<file path="src/design/rpn_pkg.sv">
// shared types and constants for the rpn evaluator
`timescale 1ns / 1ps
package rpn_pkg;
  localparam int StackDepthDefault = 128;
  localparam int QueueDepth = 2;

  localparam logic [7:0] CH_ZERO  = 8'h30;
  localparam logic [7:0] CH_NINE  = 8'h39;
  localparam logic [7:0] CH_PLUS  = 8'h2B;
  localparam logic [7:0] CH_MINUS = 8'h2D;
  localparam logic [7:0] CH_STAR  = 8'h2A;
  localparam logic [7:0] CH_SLASH = 8'h2F;
  localparam logic [7:0] CH_EQ    = 8'h3D;
  localparam logic [7:0] CH_SPACE = 8'h20;
  localparam logic [7:0] CH_NUL   = 8'h00;

  localparam logic [2:0] ST_OK        = 3'd0;
  localparam logic [2:0] ST_UNDERFLOW = 3'd1;
  localparam logic [2:0] ST_OVERFLOW  = 3'd2;
  localparam logic [2:0] ST_INVALID   = 3'd3;
  localparam logic [2:0] ST_DIVZERO   = 3'd4;

  // classified command kinds
  localparam logic [2:0] K_PUSH = 3'd0;
  localparam logic [2:0] K_ADD  = 3'd1;
  localparam logic [2:0] K_SUB  = 3'd2;
  localparam logic [2:0] K_MUL  = 3'd3;
  localparam logic [2:0] K_DIV  = 3'd4;
  localparam logic [2:0] K_EQ   = 3'd5;
  localparam logic [2:0] K_END  = 3'd6;
  localparam logic [2:0] K_BAD  = 3'd7;

  typedef struct packed {
    logic [2:0] kind;
    logic [3:0] digit;
  } cmd_t;
endpackage

</file>
<file path="src/design/rpn_front.sv">
// front end: classifies characters and queues commands
`timescale 1ns / 1ps
module rpn_front (
  input  logic              clk,
  input  logic              rst_n,
  input  logic              in_valid,
  output logic              in_ready,
  input  logic [7:0]        in_symbol,
  output logic              cmd_valid,
  input  logic              cmd_ready,
  output rpn_pkg::cmd_t     cmd
);
  localparam int PW = $clog2(rpn_pkg::QueueDepth);

  rpn_pkg::cmd_t   q_r [rpn_pkg::QueueDepth];
  logic [PW-1:0]   wp_r, rp_r;
  logic [PW:0]     cnt_r;
  rpn_pkg::cmd_t   cls;
  logic            keep;
  logic            push, pop;

  // character decode
  always_comb begin
    cls.digit = 4'd0;
    keep = 1'b1;
    if (in_symbol >= rpn_pkg::CH_ZERO && in_symbol <= rpn_pkg::CH_NINE) begin
      cls.kind  = rpn_pkg::K_PUSH;
      cls.digit = 4'(in_symbol - rpn_pkg::CH_ZERO);
    end else begin
      unique case (in_symbol)
        rpn_pkg::CH_PLUS:  cls.kind = rpn_pkg::K_ADD;
        rpn_pkg::CH_MINUS: cls.kind = rpn_pkg::K_SUB;
        rpn_pkg::CH_STAR:  cls.kind = rpn_pkg::K_MUL;
        rpn_pkg::CH_SLASH: cls.kind = rpn_pkg::K_DIV;
        rpn_pkg::CH_EQ:    cls.kind = rpn_pkg::K_EQ;
        rpn_pkg::CH_NUL:   cls.kind = rpn_pkg::K_END;
        rpn_pkg::CH_SPACE: begin
          cls.kind = rpn_pkg::K_BAD;
          keep = 1'b0;
        end
        default:           cls.kind = rpn_pkg::K_BAD;
      endcase
    end
  end

  assign in_ready  = (cnt_r != (PW+1)'(rpn_pkg::QueueDepth));
  assign push      = in_valid && in_ready && keep;
  assign cmd_valid = (cnt_r != '0);
  assign pop       = cmd_valid && cmd_ready;
  assign cmd       = q_r[rp_r];

  // command queue
  always_ff @(posedge clk) begin
    if (push) begin
      q_r[wp_r] <= cls;
    end
    if (!rst_n) begin
      wp_r  <= '0;
      rp_r  <= '0;
      cnt_r <= '0;
    end else begin
      if (push) wp_r <= PW'((32'(wp_r) + 1) % rpn_pkg::QueueDepth);
      if (pop)  rp_r <= PW'((32'(rp_r) + 1) % rpn_pkg::QueueDepth);
      cnt_r <= cnt_r + (PW+1)'(push) - (PW+1)'(pop);
    end
  end
endmodule

</file>
<file path="config.mk">
export PLATFORM = sky130hd
export DESIGN_NAME = rpn_front
export DESIGN_NICKNAME = d
export VERILOG_FILES = /design/src/design/rpn_pkg.sv /design/src/design/rpn_front.sv
export SDC_FILE = /design/constraint.sdc
export NUM_CORES = 1
export LEC_CHECK = 0
export BUFFER_PORTS_ARGS = -buffer_cell sky130_fd_sc_hd__buf_2
export CAP_MARGIN = 25
export CORE_MARGIN = 4
export CORE_UTILIZATION = 38
export CTS_BUF_LIST = sky130_fd_sc_hd__clkbuf_4
export DETAILED_ROUTE_END_ITERATION = 7
export PLACE_DENSITY = 0.63
export SETUP_SLACK_MARGIN = 0.5
export SYNTH_ARGS = -nofsm -noshare
export SYNTH_HDL_FRONTEND = slang
export SYNTH_SLANG_ARGS = --single-unit
export TNS_END_PERCENT = 100
</file>
<file path="constraint.sdc">
create_clock -name clk -period 3.65 [get_ports clk]
set_input_delay 0.5475 -clock clk [delete_from_list [all_inputs] [get_ports clk]]
set_output_delay 0.5475 -clock clk [all_outputs]
set_load 0.01 [all_outputs]
</file>
# ---- Word level (Yosys, flattened, before mapping)
# Memory sizes are Yosys's and may differ from the RTL's. A register that Yosys moved wholly into a read port is not among the register bits.
# Cells that the tools add are included.
dict set report totals {
  in_bits 12
  memories 1
  ff_bits 4
  mem_bits_rw 14
}
dict set report op_classes {
  n_reduce_logical 6
  mux 9
  n_eq_ne 7
  n_lt_le_gt_ge 2
  n_addsub 5
}
# name words width read_ports rd_ports_with_merged_regs wr line
set mem_list {}
lappend mem_list {q_r 2 7 1 1 1 rpn_front.sv:15} ;# rpn_pkg::cmd_t q_r [rpn_pkg::QueueDepth];
# operator count
set op_table {}
lappend op_table {{$eq A8 B6 Y1 const B} 6}
lappend op_table {{$pmux W3 S6} 1}
lappend op_table {{$ge A8 B6 Y1 const B} 1}
lappend op_table {{$le A8 B6 Y1 const B} 1}
lappend op_table {{$logic_not A8 Y1} 1}
lappend op_table {{$mux W1} 6}
lappend op_table {{$logic_and A1 B1 Y1} 4}
lappend op_table {{$mux W4} 1}
lappend op_table {{$sub A4 B1 Y4 const B} 1}
lappend op_table {{$mux W3} 1}
lappend op_table {{$add A1 B1 Y1 const B} 2}
lappend op_table {{$add A2 B1 Y2} 1}
lappend op_table {{$ne A2 B2 Y1 const B} 1}
lappend op_table {{$reduce_bool A2 Y1} 1}
lappend op_table {{$sub A2 B1 Y2} 1}

# ---- Depth between registers and ports, before layout
# Gate-level depths: netlist of the first run.
dict set report depth {
  depth_word 6
  ltp_mapped 8
}

# ---- Worst setup path after synthesis of the first run
# OpenSTA, ideal clock, no wires.
dict set report synth_path {
  kind {input port to flip-flop}
  start {input in_symbol[4]}
  end {register cnt_r[1]}
  setup_slack_ns 1.447
  stages 8
  n_path_buf 0
  arrival_time_ns 2.089
  setup_time_ns 0.115
  path_cell_list {or4b_1 -> o211ai_4 -> ha_1 -> inv_1 -> ha_1 -> xnor2_1 -> xnor2_1 -> and2_1}
}
dict set report synth_via {
  elab_chain_cells 6
  word_cells_on_any_way 9
  cone_classes {add/sub (2); order compare (2); eq/ne (1); mux (2); reduce/logical (2)}
}
# element line
set synth_lines {}
lappend synth_lines {{from (decl)} rpn_front.sv:8} ;# input logic [7:0] in_symbol,
lappend synth_lines {{$ge A8 B6 Y1 (tied with other cells)} rpn_front.sv:26} ;# if (in_symbol >= rpn_pkg::CH_ZERO && in_symbol <= rpn_pkg::CH_NINE) begin
lappend synth_lines {{$logic_and A1 B1 Y1 or $mux W1 (tied branches)} {rpn_front.sv:26, rpn_front.sv:30}}
lappend synth_lines {{$mux W1 (*)} rpn_front.sv:26}
lappend synth_lines {{$logic_and A1 B1 Y1 (*)} rpn_front.sv:47} ;# assign push = in_valid && in_ready && keep;
lappend synth_lines {{$add A2 B1 Y2 (*)} rpn_front.sv:64} ;# cnt_r <= cnt_r + (PW+1)'(push) - (PW+1)'(pop);
lappend synth_lines {{$sub A2 B1 Y2 (*)} rpn_front.sv:64}
lappend synth_lines {{to (signal assigned)} rpn_front.sv:64}
lappend synth_lines {{to (decl)} rpn_front.sv:17} ;# logic [PW:0] cnt_r;
# Mark *: on every way between the ends. The rest lies on a longest branch, timed or not.
# A chain may end at the register's enable or synchronous reset.

# ---- Worst setup path in the final report of the first run
dict set report layout_path {
  start {input in_symbol[1]}
  end {register cnt_r[1]}
}
# Same word-level chain as after synthesis.

==> out/qor.txt, run 1 <==
post-CTS sizing -> 0
Starting Density -> 41.07%
minimum clock period -> 2091 ps
core area -> 2297 um^2
Buffers on Ports -> 20
Worst Hold Class -> in -> reg
layout cells sized above 1 -> 36.36%
max incr delay on CP -> 560 ps
WP depth -> 9
post-synthesis instance total -> 77
DR iter-0 viols -> 10
Worst Setup End Kind -> register
htree depth -> 1
actual slew at the worst max-slew pin -> 597.1 ps
status -> finished, final reports clean
clk sinks -> 19
Main synth FF type -> edfxtp_1
Post-synth EDFFs -> 14
Post-CTS Hold Buffers -> 0
Power Total -> 0.5880 mW
via/cell ratio -> 5.071
CTS tree -> built
Syn. warnings -> 0
syn_nets -> 91
Unique masters post-synth -> 34
clk_skew -> 5.804 ps
Die Wd -> 57.83 um
crit path buf inv count -> 2
RSZ-0062 raised after global routing -> no
peak supply drop -> 0.2761 mV
final setup vio count -> 0
share of Yosys cell area claimed by the top area cell type -> 44.56%
top post-synthesis cells by area -> edfxtp_1, dfxtp_1, mux2_2, and2_1, xnor2_1
WS Path Type -> in -> reg
Synth Register Bits -> 19
total number of vias -> 644
GPL Wtd Cong -> 0.8033
chip height -> 57.83 um
Top Family by Delay on Critical Path -> simple AND/OR/NAND/NOR gates
vias in the first global route -> 617
WHS -> 521.2 ps
Worst path slowest cell -> or4_4
Tcrit/Tclk final -> 57.27%
Startpoint Class -> primary input
ANT nets after route -> 0
Top-Level Pins -> 21
Hold Crit Depth -> 2
static leakage -> 0.4054 nW
layout-stage area growth over the synthesis result -> 16.71%
Worst Reg2Reg Path Length in Cells -> 8
Arrival @ worst endpoint -> 2280 ps
most common cell in the netlist -> edfxtp_1
post-CTS setup buffers -> 0
final WL -> 1622 um
ant diodes -> 0
cell chain of the critical path -> buf_2 > or4_4 > o211ai_4 > ha_1 > inv_1 > ha_1 > xnor2_1 > xnor2_1 > and2_1
Syn Area/Cell -> 12.25 um^2
largest net degree at the start of global routing -> 11
hpwl dp -> 1287 um
multi-input logic area -> 407.9 um^2
Placement Setup Slack -> 1236 ps
Setup WS post-layout -> 1559 ps
drc violations -> 0
critical path data required time -> 3840 ps
Register Area -> 520.5 um^2
fin. max-slew vios -> 0
Num CTS Buffers -> 3
Max Freq -> 0.4784 GHz
post-detailed-route wirelength per cell -> 12.77 um
die area -> 3344 um^2
pwr/cell area -> 534.1 nW/um^2
Root Buffer Master -> clkbuf_4
GR Util All Layers -> 10.34%
Async SR Flop Fraction -> 0%
Final #Nets -> 114
GRT overflow -> 0
Clk Latency, worst-skew pair -> 280 ps
Pre-Repair DR Iteration Count -> 4
sequential share of the synthesized area -> 55.17%
FP Rows -> 17
top post-synthesis cells by count -> edfxtp_1, and2_1, mux2_2
crit-path max FO -> 9
Slew HR -> 60.05%
first-pass GRT wire length -> 2656 um
area of the mapped netlist -> 943.4 um^2
Post-Route Setup TNS -> 0 ps
clock slew at reported path FFs -> 100 ps
initial antenna violation count -> 0
dominant cell type by area after synthesis -> edfxtp_1
fillers -> 223
Final Hold Violating Endpoints -> 0
max_cap viols -> 0
clock buffer depth -> 2
## cell usage in the layout, fill, tap and decap left out
cell	count
or4b_1	1
nand4_1	1
mux2_2	7
or3_1	1
nor2_2	1
or2b_1	1
o211ai_4	1
or4_1	1
and3_1	1
edfxtp_1	14
and2_2	1
buf_2	20
inv_1	2
ha_1	2
or4_4	1
o21ai_0	3
nand2b_1	1
or2_2	1
nor3_1	1
a41o_1	1
nand4b_1	1
xnor2_1	3
a31oi_1	1
nor4b_1	1
and2_1	7
nor2b_1	2
o21a_1	1
nor3b_1	1
nor2_1	2
clkbuf_4	4
dfxtp_1	5
a211oi_1	1
nand3_1	1
a21oi_1	3
nand2_1	4
## stage by stage
stage	utilization [%]	cells	instance area, um^2
after global routing	47.93	127	1101
after global placement	46.62	123	1071
after detailed placement	46.62	123	1071
final	47.93	127	1101
after CTS	47.93	127	1101
after floorplan	-	77	943.4
## final timing paths
| check | startpoint | to | slack [ps] |
|---|---|---|---|
| hold / removal | rst_n | wp_r$_SDFFE_PN0P_ | 520 |
| hold reg to reg | rp_r$_SDFFE_PN0P_ | rp_r$_SDFFE_PN0P_ | 560 |
| setup reg to reg | cnt_r[0]$_SDFF_PN0_ | cnt_r[1]$_SDFF_PN0_ | 1870 |
| setup / recovery | in_symbol[1] | cnt_r[1]$_SDFF_PN0_ | 1560 |
## report_power, final
part           leakage (nW)  switching (mW)  total (mW)  internal (mW)
combinational         0.223          0.0893       0.187         0.0977
sequential            0.164          0.0240       0.294          0.270
clock                0.0184          0.0569       0.107         0.0498
total                 0.405           0.170       0.588          0.418
## layout make-up
class	count	area share, %
clock buffer	4	2.727
sequential	19	47.27
tap	28	3.182
timing repair buffer	20	9.091
multi-input combinational	54	37.05
inverter	2	0.6818
## cell families after synthesis
kind of cell	synth area share [%]
flops	55.17
simple gates	20.69
fa+ha+maj	2.652
mux	8.356
xor+xnor	2.786
compound gates	8.753
buf+inv	1.592
## layer usage
layer	GRT usage (%)	routed length, um	up-vias
met5	0	0	-
met4	5.960	27	0
met3	1.782	94	2
met2	17.10	769	18
met1	12.59	730	296
li1	-	-	328
## registers in the layout, summed over array words and instances, names as in the netlist, named ones only
signal and count:
rp_r 1, wp_r 1, cnt_r 2, q_r 14
## worst register-to-register path: cells and delay by family, from the launching register on
kind                       cells  cell delay, ps
xor gates and xnor gates       2             250
and+or+nand+nor                3             620
buffers and inverters          1              30
adders and majority gates      2             450
DFF                            1             330
(Power assumes the default switching activity.)
==> run 2, diff against run 1 <==
--- a/config.mk
+++ b/config.mk
@@ -11,7 +11,7 @@
 export CORE_UTILIZATION = 38
 export CTS_BUF_LIST = sky130_fd_sc_hd__clkbuf_4
 export DETAILED_ROUTE_END_ITERATION = 7
-export PLACE_DENSITY = 0.63
+export PLACE_DENSITY = 0.66
 export SETUP_SLACK_MARGIN = 0.5
 export SYNTH_ARGS = -nofsm -noshare
 export SYNTH_HDL_FRONTEND = slang
==> constraint.sdc (replaced) <==
create_clock -name clk -period 1.8 [get_ports clk]
set_input_delay 0.27 -clock clk [delete_from_list [all_inputs] [get_ports clk]]
set_output_delay 0.27 -clock clk [all_outputs]
set_load 0.01 [all_outputs]
==> run 2 against run 1 <==
Clock power increased by 100%; critical path type unchanged; worst setup slack got worse by 1400 ps; critical path depth stayed put; die area stayed put; largest power group is now combinational cells; sequential share of layout area fell by 12 points; register-to-register slack lost 1700 ps; largest cell class unchanged; highest routed layer unchanged; sequential power increased by 110%.
==> out/qor.txt, run 2 (synthesis gave the netlist of run 1 again) <==
Num CTS Buffers -> 3 (unchanged)
fin. max-slew vios -> 0 (unchanged)
max FFs per register -> 14 (unchanged)
status -> finished, final reports clean
peak supply drop -> 0.8244 mV (+200%)
pwr/cell area -> 1044 nW/um^2 (+95%)
hold path startpoint -> rst_n
WHS -> 224.7 ps (-296.5 ps)
initial antenna violation count -> 0 (unchanged)
ant diodes -> 0 (unchanged)
crit-path max FO -> 2 (-7)
final setup vio count -> 0 (unchanged)
worst setup path startpoint -> in_symbol[0]
minimum clock period -> 1644 ps
layout cells sized above 1 -> 60.66% (+24 points)
via/cell ratio -> 5.067 (about the same)
vias in the first global route -> 785 (+27%)
GR Util All Layers -> 12.70% (+2.4 points)
largest net degree at the start of global routing -> 12 (+1)
Final Hold Violating Endpoints -> 0 (unchanged)
clock slew at reported path FFs -> 110 ps (about the same)
Max Freq -> 0.6083 GHz
Placement Setup Slack -> -233.5 ps (-1469 ps)
DR iter-0 viols -> 38 (+28)
layout-stage area growth over the synthesis result -> 59.15%
GRT overflow -> 0 (unchanged)
Tcrit/Tclk final -> 91.33%
Worst Setup End Kind -> register
hpwl dp -> 1301 um (+1.1%)
critical path data required time -> 2010 ps (-1830 ps)
clk_skew -> 3.056 ps (-2.748 ps)
Arrival @ worst endpoint -> 1850 ps (-430 ps)
Design Area, Final -> 1501 um^2 (+36%)
WS Path Type -> in -> reg
Setup WS post-layout -> 156.1 ps (-1403 ps)
htree depth -> 1 (unchanged)
RSZ-0062 raised after global routing -> yes
Largest Register -> q_r
Top-Level Pins -> 21 (unchanged)
R2R Path Start -> cnt_r[0]$_SDFF_PN0_
core area -> 2297 um^2 (unchanged)
Startpoint Class -> primary input
Pre-Repair DR Iteration Count -> 4 (unchanged)
Post-Route Setup TNS -> 0 ps (unchanged)
Placed Area -> 1150 um^2 (+7.4%)
Die Wd -> 57.83 um (unchanged)
FP Rows -> 17 (unchanged)
Root Buffer Master -> clkbuf_4
GPL Wtd Cong -> 0.7429 (-7.5%)
most frequent cells in the layout -> buf_6, buf_4, edfxtp_1, mux2_4, buf_2
Buffers on Ports -> 20 (unchanged)
actual slew at the worst max-slew pin -> 270.2 ps (-326.9 ps)
Post-CTS Hold Buffers -> 0 (unchanged)
clk sinks -> 19 (unchanged)
Final #Nets -> 137 (+20%)
first-pass GRT wire length -> 3291 um (+24%)
die area -> 3344 um^2 (unchanged)
CTS tree -> built
Top Registers -> q_r (14), cnt_r (2)
Worst Hold Class -> in -> reg
static leakage -> 0.5987 nW (+48%)
fillers -> 177 (-21%)
max_cap viols -> 0 (unchanged)
ANT nets after route -> 0 (unchanged)
Power Total -> 1.567 mW (+170%)
final WL -> 1957 um (+21%)
Slew HR -> 81.73% (+22 points)
clock buffer depth -> 2 (unchanged)
chip height -> 57.83 um (unchanged)
total number of vias -> 760 (+18%)
leading cell type in the layout, fill and taps excluded -> buf_6
post-detailed-route wirelength per cell -> 13.05 um (+2.2%)
Clk Latency, worst-skew pair -> 300 ps (+20 ps)
drc violations -> 0 (unchanged)
Starting Density -> 41.07% (unchanged)
-- run 2: metrics by stage --
stage | util (%) | std cells
2_1_floorplan | - | 77
3_3_place_gp | 50.05 | 133
3_5_place_dp | 50.05 | 133
4_1_cts | 58.28 | 144
5_1_grt | 65.36 | 150
6_report | 65.36 | 150
-- run 2: area by class of cell --
type / instances / area [um^2] / area share [%]
multi-input cells: 54 / 516.7 / 34.42
repair buffers: 43 / 389.1 / 25.92
inverters: 2 / 7.507 / 0.5000
clock inverters: 1 / 5.005 / 0.3333
well taps: 28 / 35.03 / 2.333
clock buffers: 3 / 22.52 / 1.500
flip-flops and latches: 19 / 525.5 / 35.00
-- run 2: worst max-delay path, stage by stage --
cell and delay [ps]:
buf_2 110, or4_4 540, o211ai_4 200, ha_4 220
inv_2 60, ha_4 130, xnor2_2 110, xnor2_1 80
and2_1 130
-- run 2: power breakdown --
group	leakage, nW	switching [mW]	internal, mW	total [mW]
clock	0.0177	0.133	0.0828	0.216
sequential	0.165	0.0548	0.555	0.610
combinational	0.416	0.277	0.465	0.742
-- run 2: path summary, 6_finish.rpt --
kind                          to  slack (ps)  depth (start not counted)
max          cnt_r[1]$_SDFF_PN0_         160                          9
min            wp_r$_SDFFE_PN0P_         220                          2
max reg2reg  cnt_r[1]$_SDFF_PN0_         170                          8
min reg2reg             register         550                          2
-- run 2: routing by layer --
metal  part of all wire, %  global-route usage (%)  wire length, um  vias up
met2                    55                   21.61             1077       21
li1                      -                       -                -      377
met4                  0.97                   7.947               19        0
met3                   3.4                   1.336               66        3
met1                    41                   15.19              793      359
met5                     0                       0                0        -
-- run 2: repair_timing --
action	CTS	global route
gates cloned	0	0
setup endpoints to repair	28	40
buffers inserted	7	6
pin swaps	10	4
gates resized for setup	23	22
==> run 3, diff against run 2 <==
--- a/config.mk
+++ b/config.mk
@@ -12,7 +12,6 @@
 export CTS_BUF_LIST = sky130_fd_sc_hd__clkbuf_4
 export DETAILED_ROUTE_END_ITERATION = 7
 export PLACE_DENSITY = 0.66
-export SETUP_SLACK_MARGIN = 0.5
 export SYNTH_ARGS = -nofsm -noshare
 export SYNTH_HDL_FRONTEND = slang
 export SYNTH_SLANG_ARGS = --single-unit
==> run 3 against run 2 <==
First-iteration DRC count down 82%; via count down 5.8%; cell count down 8.0%; clock power up 4%; critical endpoint unchanged; largest power group is now registers; highest routed layer unchanged.
==> out/qor.txt, run 3 (synthesis gave the netlist of run 1 again) <==
status -> finished, final reports clean
ant diodes -> 0 (unchanged)
Worst Reg2Reg Path Length in Cells -> 8 (unchanged)
Num CTS Buffers -> 3 (unchanged)
Buffers on Ports -> 20 (unchanged)
R2R Path Start -> cnt_r[0]$_SDFF_PN0_
layout-stage area growth over the synthesis result -> 28.25%
last element of the critical path -> cnt_r[1]$_SDFF_PN0_
ANT nets after route -> 0 (unchanged)
Worst Hold Class -> in -> reg
Sw Ratio -> 29.07% (-0.58 points)
Design Area, Final -> 1210 um^2 (-19%)
actual slew at the worst max-slew pin -> 605.3 ps (+335.0 ps)
post-detailed-route wirelength per cell -> 12.33 um (-5.5%)
Root Buffer Master -> clkbuf_4
Clk pwr share -> 17.3% (+3.5 points)
DR iter-0 viols -> 7 (-82%)
layout cells sized above 1 -> 47.27% (-13 points)
Placed Cells incl. Taps -> 134 (+0.75%)
total number of vias -> 716 (-5.8%)
most frequent cells in the layout -> buf_2, edfxtp_1, buf_4, mux2_2, and2_1
Finished Layout Cells -> 138 (-8.0%)
Final Hold Violating Endpoints -> 0 (unchanged)
Slew HR -> 59.50% (-22 points)
CTS tree -> built
chip height -> 57.83 um (unchanged)
logic gate share of total power -> 37.0% (-10 points)
WS Path Type -> in -> reg
core area -> 2297 um^2 (unchanged)
Largest Register -> q_r
GRT overflow -> 0 (unchanged)
Power Total -> 1.299 mW (-17%)
Arrival @ worst endpoint -> 1950 ps (+100 ps)
Placed Area -> 1157 um^2 (+0.65%)
die area -> 3344 um^2 (unchanged)
clock buffer depth -> 2 (unchanged)
Starting Density -> 41.07% (unchanged)
Register-to-Register Setup Slack -> 110 ps (-60 ps)
crit-path max FO -> 2 (unchanged)
peak supply drop -> 0.5263 mV (-36%)
final setup vio count -> 0 (unchanged)
pwr/cell area -> 1074 nW/um^2 (+2.9%)
fillers -> 218 (+23%)
Top Registers -> q_r (14), cnt_r (2)
Worst Setup End Kind -> register
post-CTS setup buffers -> 0 (-7)
critical path data required time -> 2000 ps (about the same)
drc violations -> 0 (unchanged)
vias in the first global route -> 655 (-17%)
Tcrit/Tclk final -> 97.40% (+6.1 points)
largest net degree at the start of global routing -> 11 (-1)
leading cell type in the layout, fill and taps excluded -> buf_2
Final #Nets -> 125 (-8.8%)
FP Rows -> 17 (unchanged)
power share of the sequential group -> 45.7% (+6.8 points)
RR Endpoint -> cnt_r[1]$_SDFF_PN0_
Net Sw Power -> 0.3778 mW (-19%)
static leakage -> 0.4645 nW (-22%)
P_int -> 0.9217 mW (-16%)
htree depth -> 1 (unchanged)
Top-Level Pins -> 21 (unchanged)
Max Freq -> 0.5704 GHz (-6.2%)
worst setup path startpoint -> in_symbol[3]
final core utilization -> 52.67% (-13 points)
GR Util All Layers -> 10.96% (-1.7 points)
final WL -> 1702 um (-13%)
Startpoint Class -> primary input
GPL Wtd Cong -> 0.8570 (+15%)
Pre-Repair DR Iteration Count -> 4 (unchanged)
minimum clock period -> 1753 ps (+109.2 ps)
Die Wd -> 57.83 um (unchanged)
via/cell ratio -> 5.188 (+2.4%)
max FFs per register -> 14 (unchanged)
hpwl dp -> 1293 um (-0.58%)
max_cap viols -> 0 (unchanged)
clk_skew -> 3.518 ps (+0.4613 ps)
clock slew at reported path FFs -> 100 ps (about the same)
first-pass GRT wire length -> 2829 um (-14%)
RSZ-0062 raised after global routing -> yes
clk sinks -> 19 (unchanged)
fin. max-slew vios -> 0 (unchanged)
initial antenna violation count -> 0 (unchanged)
Clk Latency, worst-skew pair -> 290 ps (about the same)
==> run 3: cell types whose count changed in the layout (fill, tap and decap cells not counted), sizes merged <==
cell | previous run | this run
clkbuf | 3 | 4
buf | 43 | 31
clkinv | 1 | 0
==> run 3: final cells by class <==
class / instances / area (um^2) / area share (%)
Multi-Input combinational cell: 54 / 426.7 / 35.26
Clock buffer: 4 / 30.03 / 2.482
Sequential cell: 19 / 521.8 / 43.12
Tap cell: 28 / 35.03 / 2.896
Inverter: 2 / 7.507 / 0.6205
Timing Repair Buffer: 31 / 188.9 / 15.62
==> run 3: worst min-delay path by stage <==
stage / start / cells past startpoint / to / slack, ps
after global routing: rst_n / 2 / wp_r$_SDFFE_PN0P_ / 230
after global placement: rp_r$_SDFFE_PN0P_ / 2 / rp_r$_SDFFE_PN0P_ / 520
after detailed placement: rst_n / 2 / wp_r$_SDFFE_PN0P_ / 530
after CTS: rst_n / 2 / wp_r$_SDFFE_PN0P_ / 230
after floorplan: rst_n / 1 / wp_r$_SDFFE_PN0P_ / 390
final: rst_n / 2 / wp_r$_SDFFE_PN0P_ / 230
==> run 3: layer usage <==
metal / vias to the layer above / share of wire, % / GRT usage (%) / wire length, um
li1: 354 / - / - / -
met1: 335 / 43 / 13.77 / 726
met2: 22 / 48 / 16.77 / 813
met3: 5 / 6.4 / 2.004 / 109
met4: 0 / 3.1 / 7.947 / 53
met5: - / 0 / 0 / 0
==> run 3: critical path, cell delays in order <==
cell,delay [ps]
buf_6,90
or4_4,550
o211ai_4,200
ha_1,250
inv_1,60
ha_2,190
xnor2_2,130
xnor2_1,90
and2_1,130
==> run 3: repair_timing <==
| item | 4_1_cts | 5_1_grt |
|---|---|---|
| setup endpoints to repair | 1 | 1 |
| pin swaps | 0 | 7 |
| hold buffers | 0 | 0 |
| resized for setup | 1 | 5 |
==> run 3: through the flow <==
stage	setup TNS (ps)	hold slack (ps)	setup WS, ps
2_1_floorplan	-111.7	387.5	-111.7
3_3_place_gp	-276.3	521.1	-199.7
3_5_place_dp	-354.9	532.0	-245.7
4_1_cts	0	228.0	12.41
5_1_grt	-28.98	232.8	-28.98
6_report	0	232.1	46.85
==> run 3: power groups by stage <==
stage               Combinational (mW)  Clock, mW  Sequential, mW
floorplan                        0.294          0           0.580
global placement                 0.437          0           0.598
detailed placement               0.449          0           0.603
CTS                              0.459      0.227           0.594
global route                     0.542      0.241           0.603
finish                           0.481      0.224           0.594
